--- src/design/assert_macros.svh ---
// Assertion helpers shared by the tokenizer modules.
`ifndef ASSERT_MACROS_SVH
`define ASSERT_MACROS_SVH

// Property that must hold at every clock edge outside reset.
`define CSVT_ASSERT(lbl, clk, rst_n, prop, msg) \
    lbl: assert property (@(posedge clk) disable iff (!rst_n) (prop)) \
        else $error(msg);

// Condition that must never be seen at a clock edge outside reset.
`define CSVT_NEVER(lbl, clk, rst_n, cond, msg) \
    lbl: assert property (@(posedge clk) disable iff (!rst_n) !(cond)) \
        else $error(msg);

`endif

--- src/design/csvt_pkg.sv ---
package csvt_pkg;

    // Field counter cap limit and derived cap (the counter is 8 bits wide).
    localparam int MAX_FIELDS = 255;
    localparam logic [8:0] FIELD_CAP = (MAX_FIELDS < 255) ? 9'(MAX_FIELDS) : 9'd255;

    localparam int QUEUE_DEPTH_DEFAULT = 4;

    localparam int FIELD_W = 8;
    localparam logic [FIELD_W-1:0] EXPECTED_RESET = 8'd4;

    localparam logic [7:0] CH_COMMA = 8'h2C;
    localparam logic [7:0] CH_QUOTE = 8'h22;
    localparam logic [7:0] CH_CR    = 8'h0D;

    localparam logic ACT_DATA = 1'b0;
    localparam logic ACT_EOL  = 1'b1;

    typedef enum logic [1:0] {
        FS_START    = 2'd0,
        FS_UNQUOTED = 2'd1,
        FS_QUOTED   = 2'd2,
        FS_CLOSED   = 2'd3
    } fstate_t;

    typedef enum logic [1:0] {
        ERR_NONE        = 2'd0,
        ERR_QUOTE_UNQ   = 2'd1,
        ERR_AFTER_CLOSE = 2'd2
    } err_t;

    typedef enum logic [1:0] {
        KIND_BYTE  = 2'd0,
        KIND_FIELD = 2'd1,
        KIND_LINE  = 2'd2
    } kind_t;

    typedef enum logic [2:0] {
        ST_OK          = 3'd0,
        ST_QUOTE_UNQ   = 3'd1,
        ST_AFTER_CLOSE = 3'd2,
        ST_UNCLOSED    = 3'd3,
        ST_COUNT       = 3'd4,
        ST_EMPTY       = 3'd5
    } status_t;

    typedef struct packed {
        logic       action;
        logic [7:0] byte_value;
    } item_t;

    typedef struct packed {
        kind_t              kind;
        logic [7:0]         out_byte;
        logic [FIELD_W-1:0] field_index;
        status_t            line_status;
        logic               last;
    } result_t;

    // One queue entry holds every result of one input transaction.
    typedef struct packed {
        logic    two;
        result_t res0;
        result_t res1;
    } entry_t;

    typedef struct packed {
        logic   valid;
        entry_t entry;
    } q_push_t;

    typedef struct packed {
        logic   valid;
        entry_t entry;
    } q_head_t;

endpackage

--- src/design/csv_line_tokenizer_top.sv ---
// An accepted item's results are queued, then leave one at a time via the output register.
// Throughput: one input transaction per cycle unless stalled; the back end drains one
// result per cycle unless result_stall, so a byte releasing a held CR gives two results.
// Stall on the input rises only when the QUEUE_DEPTH-entry result queue is full.
// Reset (rst_n, asynchronous, active low) empties the queue, returns the field machine
// to start of field and sets expected_fields to 4.
module csv_line_tokenizer_top #(
    parameter int QUEUE_DEPTH = csvt_pkg::QUEUE_DEPTH_DEFAULT
) (
    input  logic                         clk,
    input  logic                         rst_n,
    input  logic                         item_valid,
    output logic                         item_stall,
    input  csvt_pkg::item_t              item,
    output logic                         result_valid,
    input  logic                         result_stall,
    output csvt_pkg::result_t            result,
    input  logic                         cfg_valid,
    output logic                         cfg_ready,
    input  logic [csvt_pkg::FIELD_W-1:0] cfg_data
);
    import csvt_pkg::*;

    // The front end owns the field machine and the expected_fields register. Every
    // input transaction that yields results pushes one queue entry holding one or two
    // results, so the front end never waits on the consumer while the queue has room.
    q_push_t push;
    q_head_t head;
    logic    q_full;
    logic    pop;

    csvt_front u_front (
        .clk        (clk),
        .rst_n      (rst_n),
        .item_valid (item_valid),
        .item_stall (item_stall),
        .item       (item),
        .cfg_valid  (cfg_valid),
        .cfg_ready  (cfg_ready),
        .cfg_data   (cfg_data),
        .q_full     (q_full),
        .push       (push)
    );

    // The queue decouples the two halves, so either side can stall on its own.
    csvt_queue #(
        .DEPTH (QUEUE_DEPTH)
    ) u_queue (
        .clk   (clk),
        .rst_n (rst_n),
        .push  (push),
        .pop   (pop),
        .full  (q_full),
        .head  (head)
    );

    // The back end serializes each entry into single result transactions
    // through a registered output stage.
    csvt_back u_back (
        .clk          (clk),
        .rst_n        (rst_n),
        .head         (head),
        .pop          (pop),
        .result_valid (result_valid),
        .result_stall (result_stall),
        .result       (result)
    );

endmodule

--- src/design/csvt_front.sv ---
`include "assert_macros.svh"

module csvt_front (
    input  logic                                  clk,
    input  logic                                  rst_n,
    input  logic                                  item_valid,
    output logic                                  item_stall,
    input  csvt_pkg::item_t                       item,
    input  logic                                  cfg_valid,
    output logic                                  cfg_ready,
    input  logic [csvt_pkg::FIELD_W-1:0]          cfg_data,
    input  logic                                  q_full,
    output csvt_pkg::q_push_t                     push
);
    import csvt_pkg::*;

    typedef struct packed {
        fstate_t            fstate;
        err_t               err;
        logic [FIELD_W-1:0] count;
        logic               has_bytes;
    } tok_t;

    typedef struct packed {
        tok_t    st;
        logic    emit;
        result_t res;
    } feed_t;

    localparam tok_t TOK_RESET = '{fstate: FS_START, err: ERR_NONE,
                                   count: '0, has_bytes: 1'b0};

    tok_t               tok_reg, tok_next, tok_mid;
    logic               cr_pending_reg, cr_pending_next;
    logic [FIELD_W-1:0] expected_reg, expected_next;
    feed_t              f_cr, f_b;
    logic               accept, is_data, byte_is_cr, emit_cr, emit_b;

    function automatic logic [FIELD_W-1:0] bump(logic [FIELD_W-1:0] c);
        return (c < FIELD_CAP[FIELD_W-1:0]) ? c + 1'b1 : c;
    endfunction

    function automatic result_t mk_res(kind_t k, logic [7:0] b, logic [FIELD_W-1:0] idx);
        result_t r;
        r = '0;
        r.kind        = k;
        r.out_byte    = b;
        r.field_index = idx;
        r.line_status = ST_OK;
        r.last        = 1'b0;
        return r;
    endfunction

    // One byte through the field machine.
    function automatic feed_t feed(tok_t st, logic [7:0] b);
        feed_t o;
        logic  comma, quote;
        comma  = (b == CH_COMMA);
        quote  = (b == CH_QUOTE);
        o.st   = st;
        o.emit = 1'b0;
        o.res  = '0;
        if (st.err == ERR_NONE)
        begin
            o.st.has_bytes = 1'b1;
            case (st.fstate)
                FS_START:
                begin
                    if (comma)
                    begin
                        o.emit     = 1'b1;
                        o.res      = mk_res(KIND_FIELD, 8'd0, st.count);
                        o.st.count = bump(st.count);
                    end
                    else if (quote)
                    begin
                        o.st.fstate = FS_QUOTED;
                    end
                    else
                    begin
                        o.emit      = 1'b1;
                        o.res       = mk_res(KIND_BYTE, b, st.count);
                        o.st.fstate = FS_UNQUOTED;
                    end
                end
                FS_UNQUOTED:
                begin
                    if (comma)
                    begin
                        o.emit      = 1'b1;
                        o.res       = mk_res(KIND_FIELD, 8'd0, st.count);
                        o.st.count  = bump(st.count);
                        o.st.fstate = FS_START;
                    end
                    else if (quote)
                    begin
                        o.st.err = ERR_QUOTE_UNQ;
                    end
                    else
                    begin
                        o.emit = 1'b1;
                        o.res  = mk_res(KIND_BYTE, b, st.count);
                    end
                end
                FS_QUOTED:
                begin
                    if (quote)
                    begin
                        o.st.fstate = FS_CLOSED;
                    end
                    else
                    begin
                        o.emit = 1'b1;
                        o.res  = mk_res(KIND_BYTE, b, st.count);
                    end
                end
                FS_CLOSED:
                begin
                    if (comma)
                    begin
                        o.emit      = 1'b1;
                        o.res       = mk_res(KIND_FIELD, 8'd0, st.count);
                        o.st.count  = bump(st.count);
                        o.st.fstate = FS_START;
                    end
                    else if (quote)
                    begin
                        o.emit      = 1'b1;
                        o.res       = mk_res(KIND_BYTE, CH_QUOTE, st.count);
                        o.st.fstate = FS_QUOTED;
                    end
                    else
                    begin
                        o.st.err = ERR_AFTER_CLOSE;
                    end
                end
                default:
                begin
                    o.st = st;
                end
            endcase
        end
        return o;
    endfunction

    function automatic status_t line_status(tok_t st, logic [FIELD_W-1:0] expected);
        logic [FIELD_W:0] total;
        status_t          s;
        total = {1'b0, st.count} + 1'b1;
        if (!st.has_bytes)
            s = ST_EMPTY;
        else if (st.err == ERR_QUOTE_UNQ)
            s = ST_QUOTE_UNQ;
        else if (st.err == ERR_AFTER_CLOSE)
            s = ST_AFTER_CLOSE;
        else if (st.fstate == FS_QUOTED)
            s = ST_UNCLOSED;
        else if (total > FIELD_CAP || total != {1'b0, expected})
            s = ST_COUNT;
        else
            s = ST_OK;
        return s;
    endfunction

    assign item_stall = q_full;
    assign cfg_ready  = 1'b1;
    assign accept     = item_valid && !item_stall;
    assign is_data    = (item.action == ACT_DATA);
    assign byte_is_cr = (item.byte_value == CH_CR);

    // A held carriage return is fed first, then the new byte.
    always_comb
    begin
        f_cr    = feed(tok_reg, CH_CR);
        tok_mid = cr_pending_reg ? f_cr.st : tok_reg;
        f_b     = feed(tok_mid, item.byte_value);
        emit_cr = cr_pending_reg && f_cr.emit;
        emit_b  = !byte_is_cr && f_b.emit;
    end

    // Next state.
    always_comb
    begin
        tok_next        = tok_reg;
        cr_pending_next = cr_pending_reg;
        expected_next   = expected_reg;
        if (cfg_valid && cfg_ready)
        begin
            expected_next = cfg_data;
        end
        if (accept)
        begin
            if (!is_data)
            begin
                tok_next        = TOK_RESET;
                cr_pending_next = 1'b0;
            end
            else if (tok_reg.err == ERR_NONE)
            begin
                tok_next        = byte_is_cr ? tok_mid : f_b.st;
                cr_pending_next = byte_is_cr && (tok_mid.err == ERR_NONE);
            end
        end
    end

    // Queue entry.
    always_comb
    begin
        push = '0;
        if (accept)
        begin
            if (!is_data)
            begin
                push.valid                  = 1'b1;
                push.entry.two              = 1'b0;
                push.entry.res0             = mk_res(KIND_LINE, 8'd0,
                                                     tok_reg.has_bytes ? tok_reg.count : '0);
                push.entry.res0.line_status = line_status(tok_reg, expected_reg);
                push.entry.res0.last        = 1'b1;
            end
            else if (tok_reg.err == ERR_NONE)
            begin
                push.valid      = emit_cr || emit_b;
                push.entry.two  = emit_cr && emit_b;
                push.entry.res0 = emit_cr ? f_cr.res : f_b.res;
                push.entry.res1 = f_b.res;
                if (emit_cr && emit_b)
                    push.entry.res1.last = 1'b1;
                else
                    push.entry.res0.last = 1'b1;
            end
        end
    end

    always_ff @(posedge clk or negedge rst_n)
    begin
        if (!rst_n)
        begin
            tok_reg        <= TOK_RESET;
            cr_pending_reg <= 1'b0;
            expected_reg   <= EXPECTED_RESET;
        end
        else
        begin
            tok_reg        <= tok_next;
            cr_pending_reg <= cr_pending_next;
            expected_reg   <= expected_next;
        end
    end

    `CSVT_ASSERT(a_cr_no_err, clk, rst_n, cr_pending_reg |-> tok_reg.err == ERR_NONE, "held CR with error")
    `CSVT_ASSERT(a_count_bytes, clk, rst_n, (tok_reg.count != '0) |-> tok_reg.has_bytes, "fields counted without bytes")

endmodule

--- src/design/csvt_queue.sv ---
`include "assert_macros.svh"

module csvt_queue #(
    parameter int DEPTH = csvt_pkg::QUEUE_DEPTH_DEFAULT
) (
    input  logic              clk,
    input  logic              rst_n,
    input  csvt_pkg::q_push_t push,
    input  logic              pop,
    output logic              full,
    output csvt_pkg::q_head_t head
);
    import csvt_pkg::*;

    localparam int PTR_W = (DEPTH > 1) ? $clog2(DEPTH) : 1;
    localparam int CNT_W = $clog2(DEPTH + 1);

    entry_t             mem_reg [DEPTH];
    logic [PTR_W-1:0]   wr_ptr_reg, wr_ptr_next, rd_ptr_reg, rd_ptr_next;
    logic [CNT_W-1:0]   count_reg, count_next;

    function automatic logic [PTR_W-1:0] ptr_inc(logic [PTR_W-1:0] p);
        return (p == PTR_W'(DEPTH - 1)) ? '0 : p + 1'b1;
    endfunction

    assign full       = (count_reg == CNT_W'(DEPTH));
    assign head.valid = (count_reg != '0);
    assign head.entry = mem_reg[rd_ptr_reg];

    always_comb
    begin
        wr_ptr_next = push.valid ? ptr_inc(wr_ptr_reg) : wr_ptr_reg;
        rd_ptr_next = pop ? ptr_inc(rd_ptr_reg) : rd_ptr_reg;
        count_next  = count_reg + CNT_W'(push.valid) - CNT_W'(pop);
    end

    always_ff @(posedge clk)
    begin
        if (push.valid)
            mem_reg[wr_ptr_reg] <= push.entry;
    end

    always_ff @(posedge clk or negedge rst_n)
    begin
        if (!rst_n)
        begin
            wr_ptr_reg <= '0;
            rd_ptr_reg <= '0;
            count_reg  <= '0;
        end
        else
        begin
            wr_ptr_reg <= wr_ptr_next;
            rd_ptr_reg <= rd_ptr_next;
            count_reg  <= count_next;
        end
    end

    `CSVT_NEVER(a_no_overflow, clk, rst_n, push.valid && full, "push into full queue")
    `CSVT_NEVER(a_no_underflow, clk, rst_n, pop && !head.valid, "pop from empty queue")

endmodule

--- src/design/csvt_back.sv ---
`include "assert_macros.svh"

module csvt_back (
    input  logic              clk,
    input  logic              rst_n,
    input  csvt_pkg::q_head_t head,
    output logic              pop,
    output logic              result_valid,
    input  logic              result_stall,
    output csvt_pkg::result_t result
);
    import csvt_pkg::*;

    logic    sel_reg, sel_next;
    logic    valid_reg, valid_next;
    result_t result_reg, result_next;
    logic    load;

    // The output register loads a valid head when empty or taken.
    assign load = head.valid && (!valid_reg || !result_stall);

    always_comb
    begin
        sel_next    = sel_reg;
        result_next = result_reg;
        pop         = 1'b0;
        valid_next  = valid_reg && result_stall;
        if (load)
        begin
            valid_next  = 1'b1;
            result_next = sel_reg ? head.entry.res1 : head.entry.res0;
            pop         = sel_reg || !head.entry.two;
            sel_next    = !sel_reg && head.entry.two;
        end
    end

    always_ff @(posedge clk)
    begin
        result_reg <= result_next;
    end

    always_ff @(posedge clk or negedge rst_n)
    begin
        if (!rst_n)
        begin
            sel_reg   <= 1'b0;
            valid_reg <= 1'b0;
        end
        else
        begin
            sel_reg   <= sel_next;
            valid_reg <= valid_next;
        end
    end

    assign result_valid = valid_reg;
    assign result       = result_reg;

    `CSVT_ASSERT(a_sel_two, clk, rst_n, sel_reg |-> head.valid && head.entry.two, "second result without pair")

endmodule
--- config.mk ---
export PLATFORM = sky130hd
export DESIGN_NAME = csv_line_tokenizer_top
export DESIGN_NICKNAME = d
export VERILOG_FILES = /design/src/design/csvt_pkg.sv /design/src/design/csv_line_tokenizer_top.sv /design/src/design/csvt_front.sv /design/src/design/csvt_queue.sv /design/src/design/csvt_back.sv
export VERILOG_INCLUDE_DIRS = /design/src /design/src/design
export SDC_FILE = /design/constraint.sdc
export NUM_CORES = 1
export LEC_CHECK = 0
export BUFFER_PORTS_ARGS = -buffer_cell sky130_fd_sc_hd__buf_4
export CAP_MARGIN = 20
export CORE_MARGIN = 10
export CORE_UTILIZATION = 60
export DETAILED_ROUTE_END_ITERATION = 7
export PLACE_DENSITY = 0.78
export SYNTH_ARGS = -nofsm -noshare
export SYNTH_HDL_FRONTEND = slang
export SYNTH_HIERARCHICAL = 1
export SYNTH_SLANG_ARGS = --single-unit
--- constraint.sdc ---
create_clock -name clk -period 6.5 [get_ports clk]
set_input_delay 0.65 -clock clk [delete_from_list [all_inputs] [get_ports clk]]
set_output_delay 0.65 -clock clk [all_outputs]
set_load 0.01 [all_outputs]
# == Word level (Yosys, flattened, before mapping) ==
# Memory sizes are Yosys's and may differ from the RTL's.
# Cells that the tools add are included.
# W data, S select, Z words.
# op_classes
order_cmp,2
add_sub_neg,6
eq_ne,15
n_mux,51
n_reduce_logical,28
# op_table
op,count
$mux W23,5
$mux W46,2
$mux W36,2
$pmux W23 S3,1
$mux W22,3
$mux W13,4
$mux W8,4
$mux W2,14
$mux W24,1
$eq A8 B6 Y1 const B,2
$mux W3,5
$eq A2 B2 Y1 const B,7
$add A8 B1 Y9 const B,1
$gt A9 B8 Y1 const B,1
$ne A9 B8 Y1,1
$add A8 B1 Y8 const B,1
$eq A8 B4 Y1 const B,1
$logic_and A1 B1 Y1,8
$logic_not A2 Y1,4
$lt A8 B8 Y1 const B,1
$mux W1,8
$pmux W2 S4,1
$eq A2 B1 Y1 const B,3
$logic_not A1 Y1,6
11 further kinds,16
# word_totals
register_bits,53
mem_count,1
word_cells,119
input_bits,22
out_inout_bits,25
ram_bits,180
# memory_table
memory,words,width,read_ports,rd_clocked_by_memory_dff,wr,line,text
u_queue.mem_reg,4,45,1,0,1,csvt_queue.sv:18,entry_t mem_reg [DEPTH];

# == Depth between registers and ports, before layout ==
# depth
word_depth,18
ltp_mapped,12
depth_no_buf,11

# == Hierarchy ==
# Netlist, hierarchy kept.
# modules_own_cells
mod,instances,area_each_um2,cells_per_inst,seq_area_each_um2
csvt_queue,1,6926.6,271,5580.4
csvt_front,1,2082.0,262,551.8
csvt_back,1,1123.6,54,710.7

# == Least setup slack after synthesis ==
# Ideal clock, no wire load.
# synth_timing
path_type,in2reg
from,input port item[7] in the netlist's numbering
to,"memory u_queue/mem_reg[0][0] in the netlist's numbering, enable pin"
arrival_time_ns,3.080
required_ns,6.093
slack_ns,3.013
path_buffers,0
path_stages,4
setup_time_ns,0.407
path_cell_list,or4b_4 a211oi_1 a311o_1 and2_1
# synth_lines
item,line,text
from (decl),csv_line_tokenizer_top.sv:14,"input csvt_pkg::item_t item,"
to (decl),csvt_queue.sv:18,

==> results.json <==
{
  "status": "finished clean",
  "vias": 5338,
  "slew_violations": 0,
  "die_area_sq_um": 22500,
  "grt_max_degree": 48,
  "finalHoldViolCount": 0,
  "period_minus_slack_ns": 3.33,
  "p_leak_nw": 4.13,
  "postCtsSetupBuffers": 0,
  "ys.flop_type": "edfxtp_1",
  "globalplace.congestion": 0.917,
  "timing.hold.ws_ns": 0.0813,
  "h-tree-depth": 1,
  "port_buffers": 45,
  "vdd_ir_drop_max_v": 0.000243,
  "yosys_warnings": 6,
  "synth_seq_cells": 233,
  "min_period_over_period_pct": 51.2,
  "ff2ff_path_depth": 6,
  "start_kind": "register",
  "placed_cell_area_sq_um": 10600,
  "dp_cells": 827,
  "yosysMostFrequentCell": "edfxtp_1",
  "fp.dieH_um": 150,
  "synth_area_leaders": "edfxtp_1 60%, mux4_2 10%, dfrtp_1 7.4%",
  "rsz0062_at_grt": "false",
  "initialDrtViolationCount": 513,
  "dpl.hpwl_um": 11900,
  "worstSetupPathType": "reg -> reg",
  "fmax_mhz": 300,
  "tightest_slew_ns": 1.08,
  "synth-edff-count": 202,
  "cts_sinks": 233,
  "worstSetupEndpointType": "register",
  "cts_root_buffer": "clkbuf_16",
  "design.portCount": 47,
  "finalSetupViolations": 0,
  "antenna_found_initial": 0,
  "design_area_sq_um": 11300,
  "avgSynthCellArea_sq_um": 17.3,
  "grt_usage_pct": 17.2,
  "ant_nets": 0,
  "cp_data_arrival_time_ns": 3.45,
  "yosysSeqAreaShare_pct": 67.5,
  "drt_wl_total_um": 19500,
  "crit_fanout": 45,
  "drt_pass1_iterations": 6,
  "coreArea_sq_um": 16600,
  "start_util_pct": 61.1,
  "drc_errors": 0,
  "viasPerCell": 6.17,
  "synth_area_sq_um": 10100,
  "syn_inst": 587,
  "synth_common_cells": "202 x edfxtp_1, 45 x mux4_2, 30 x dfrtp_1",
  "r2r_end": "u_queue/mem_reg[1][12]",
  "cts_tree": "done",
  "grt_pass1_wl_um": 30500,
  "stdcell_count": 865,
  "seqCellArea_sq_um": 6850,
  "cts_buffers": 23,
  "multiInputGateArea_sq_um": 2980,
  "yosysTopAreaCell": "edfxtp_1",
  "antenna_cells": 0,
  "power.density_nw_per_um2": 433,
  "nets": 665,
  "post_drt_wl_per_cell_um": 22.5,
  "crit_start": "u_front/cr_pending_reg",
  "reg2reg_slack_ns": 3.17,
  "die_x_um": 150,
  "reg2reg_from": "u_front/cr_pending_reg",
  "fin_setup_tns_ns": 0,
  "cts_buffer_depth": 3,
  "max_cap_violations": 0,
  "crit_end": "u_queue/mem_reg[1][12]",
  "overflow": 0,
  "cts_resized": 0,
  "synth.top_cell.area_share_pct": 59.9,
  "cts_hold_buf": 0,
  "std_cell_rows": 47,
  "grt_pass1_vias": 5593,
  "min_path_type": "in -> async",
  "synth_cell_types": 72,
  "largest_reg_flops": 180,
  "syn2layout_area_growth_pct": 11.7,
  "cp_data_required_time_ns": 6.62,
  "slew_headroom_pct": 27.7,
  "clkTransAtPathRegs_ns": 0.06,
  "ys_async_sr_fraction_pct": 13.3,
  "num-fill-cells": 1093,
  "drive_gt1_share_pct": 27.9,
  "skew_ns": 0.0106,
  "worstSkewPairLatency_ns": 0.49
}
## worst min-delay path by stage
stage | startpoint | endpoint | slack (ns) | depth (start not counted)
global placement | u_back/result_valid | u_back/result_valid | 0.52 | 1
finish | rst_n | u_front/cr_pending_reg | 0.08 | 1
detailed placement | u_back/result_valid | u_back/result_valid | 0.52 | 1
floorplan | rst_n | u_back/result_valid | 0.35 | 0
global route | rst_n | u_front/tok_reg[9] | 0.10 | 1
CTS | rst_n | u_front/cr_pending_reg | 0.09 | 1
## critical path, stage by stage, from the launching register on
cell     delay (ns)
dfrtp_1        0.52
nor3b_1        0.91
nand2_1        0.17
a21oi_1        0.22
a311o_1        0.33
and2_2         0.21
buf_4          0.56
## layout by cell type, fill, tap and decap left out, types with 3 or more instances in the layout
| master | Yosys | final |
|---|---|---|
| edfxtp_1 | 202 | 202 |
| o21ai_1 | 8 | 8 |
| nand3_1 | 6 | 6 |
| a21oi_1 | 13 | 13 |
| and2_2 | 0 | 4 |
| clkinv_2 | 0 | 4 |
| clkbuf_16 | 0 | 23 |
| nor2b_1 | 10 | 10 |
| mux2_4 | 19 | 19 |
| buf_4 | 9 | 52 |
| and2_1 | 28 | 24 |
| nand2b_1 | 4 | 4 |
| xor2_1 | 4 | 4 |
| xnor2_1 | 7 | 7 |
| nor2_1 | 16 | 16 |
| o21ai_0 | 12 | 12 |
| mux4_2 | 45 | 45 |
| o211ai_1 | 3 | 3 |
| o31ai_1 | 5 | 5 |
| nand4_1 | 3 | 3 |
| conb_1 | 2 | 5 |
| dfrtp_1 | 30 | 28 |
| bufinv_16 | 0 | 4 |
| nor3b_1 | 4 | 4 |
| ha_1 | 9 | 9 |
| nor3_1 | 6 | 6 |
| clkbuf_1 | 12 | 3 |
| mux2_2 | 14 | 14 |
| clkinv_1 | 1 | 4 |
| a211oi_1 | 4 | 4 |
| and3_1 | 3 | 3 |
| nand2_1 | 27 | 27 |
| inv_1 | 15 | 15 |
| or3_1 | 6 | 6 |
## cells by family after synthesis
| kind of cell | share of synthesized area (%) |
|---|---|
| buf+inv | 3.20 |
| other cells | 0.0741 |
| xor+xnor | 0.951 |
| flops | 67.5 |
| compound gates | 5.08 |
| simple gates | 7.29 |
| fa+ha+maj | 1.41 |
| mux | 14.5 |
## power by group
group / switching, mW / internal [mW] / total (mW)
sequential: 0.147 / 2.09 / 2.23
clock: 0.515 / 0.800 / 1.31
combinational: 0.663 / 0.692 / 1.36
## per-stage QoR
| stage | util [%] | setup WS, ns | total power, mW |
|---|---|---|---|
| floorplan | - | 3.01 | 3.25 |
| global placement | 63.6 | 2.99 | 3.54 |
| detailed placement | 63.6 | 2.93 | 3.61 |
| CTS | 68.1 | 3.24 | 4.92 |
| global route | 68.3 | 2.96 | 5.13 |
| finish | 68.3 | 3.17 | 4.90 |
## routing by layer
metal / routed length (um) / track usage (%)
met1: 8220 / 23.4
met2: 9550 / 28.1
met3: 1380 / 3.17
met4: 333 / 4.57
met5: 0 / 0
## layout make-up
class                           instances  share of cell area (%)
Tap cell                              220                    2.43
Clock inverter                         11                    1.34
Inverter                               16                   0.531
Timing Repair Buffer                   53                    3.69
Sequential cell                       233                    60.5
Multi-Input combinational cell        306                    26.3
Clock buffer                           26                    5.18
Power figures use the tool's default switching activity.
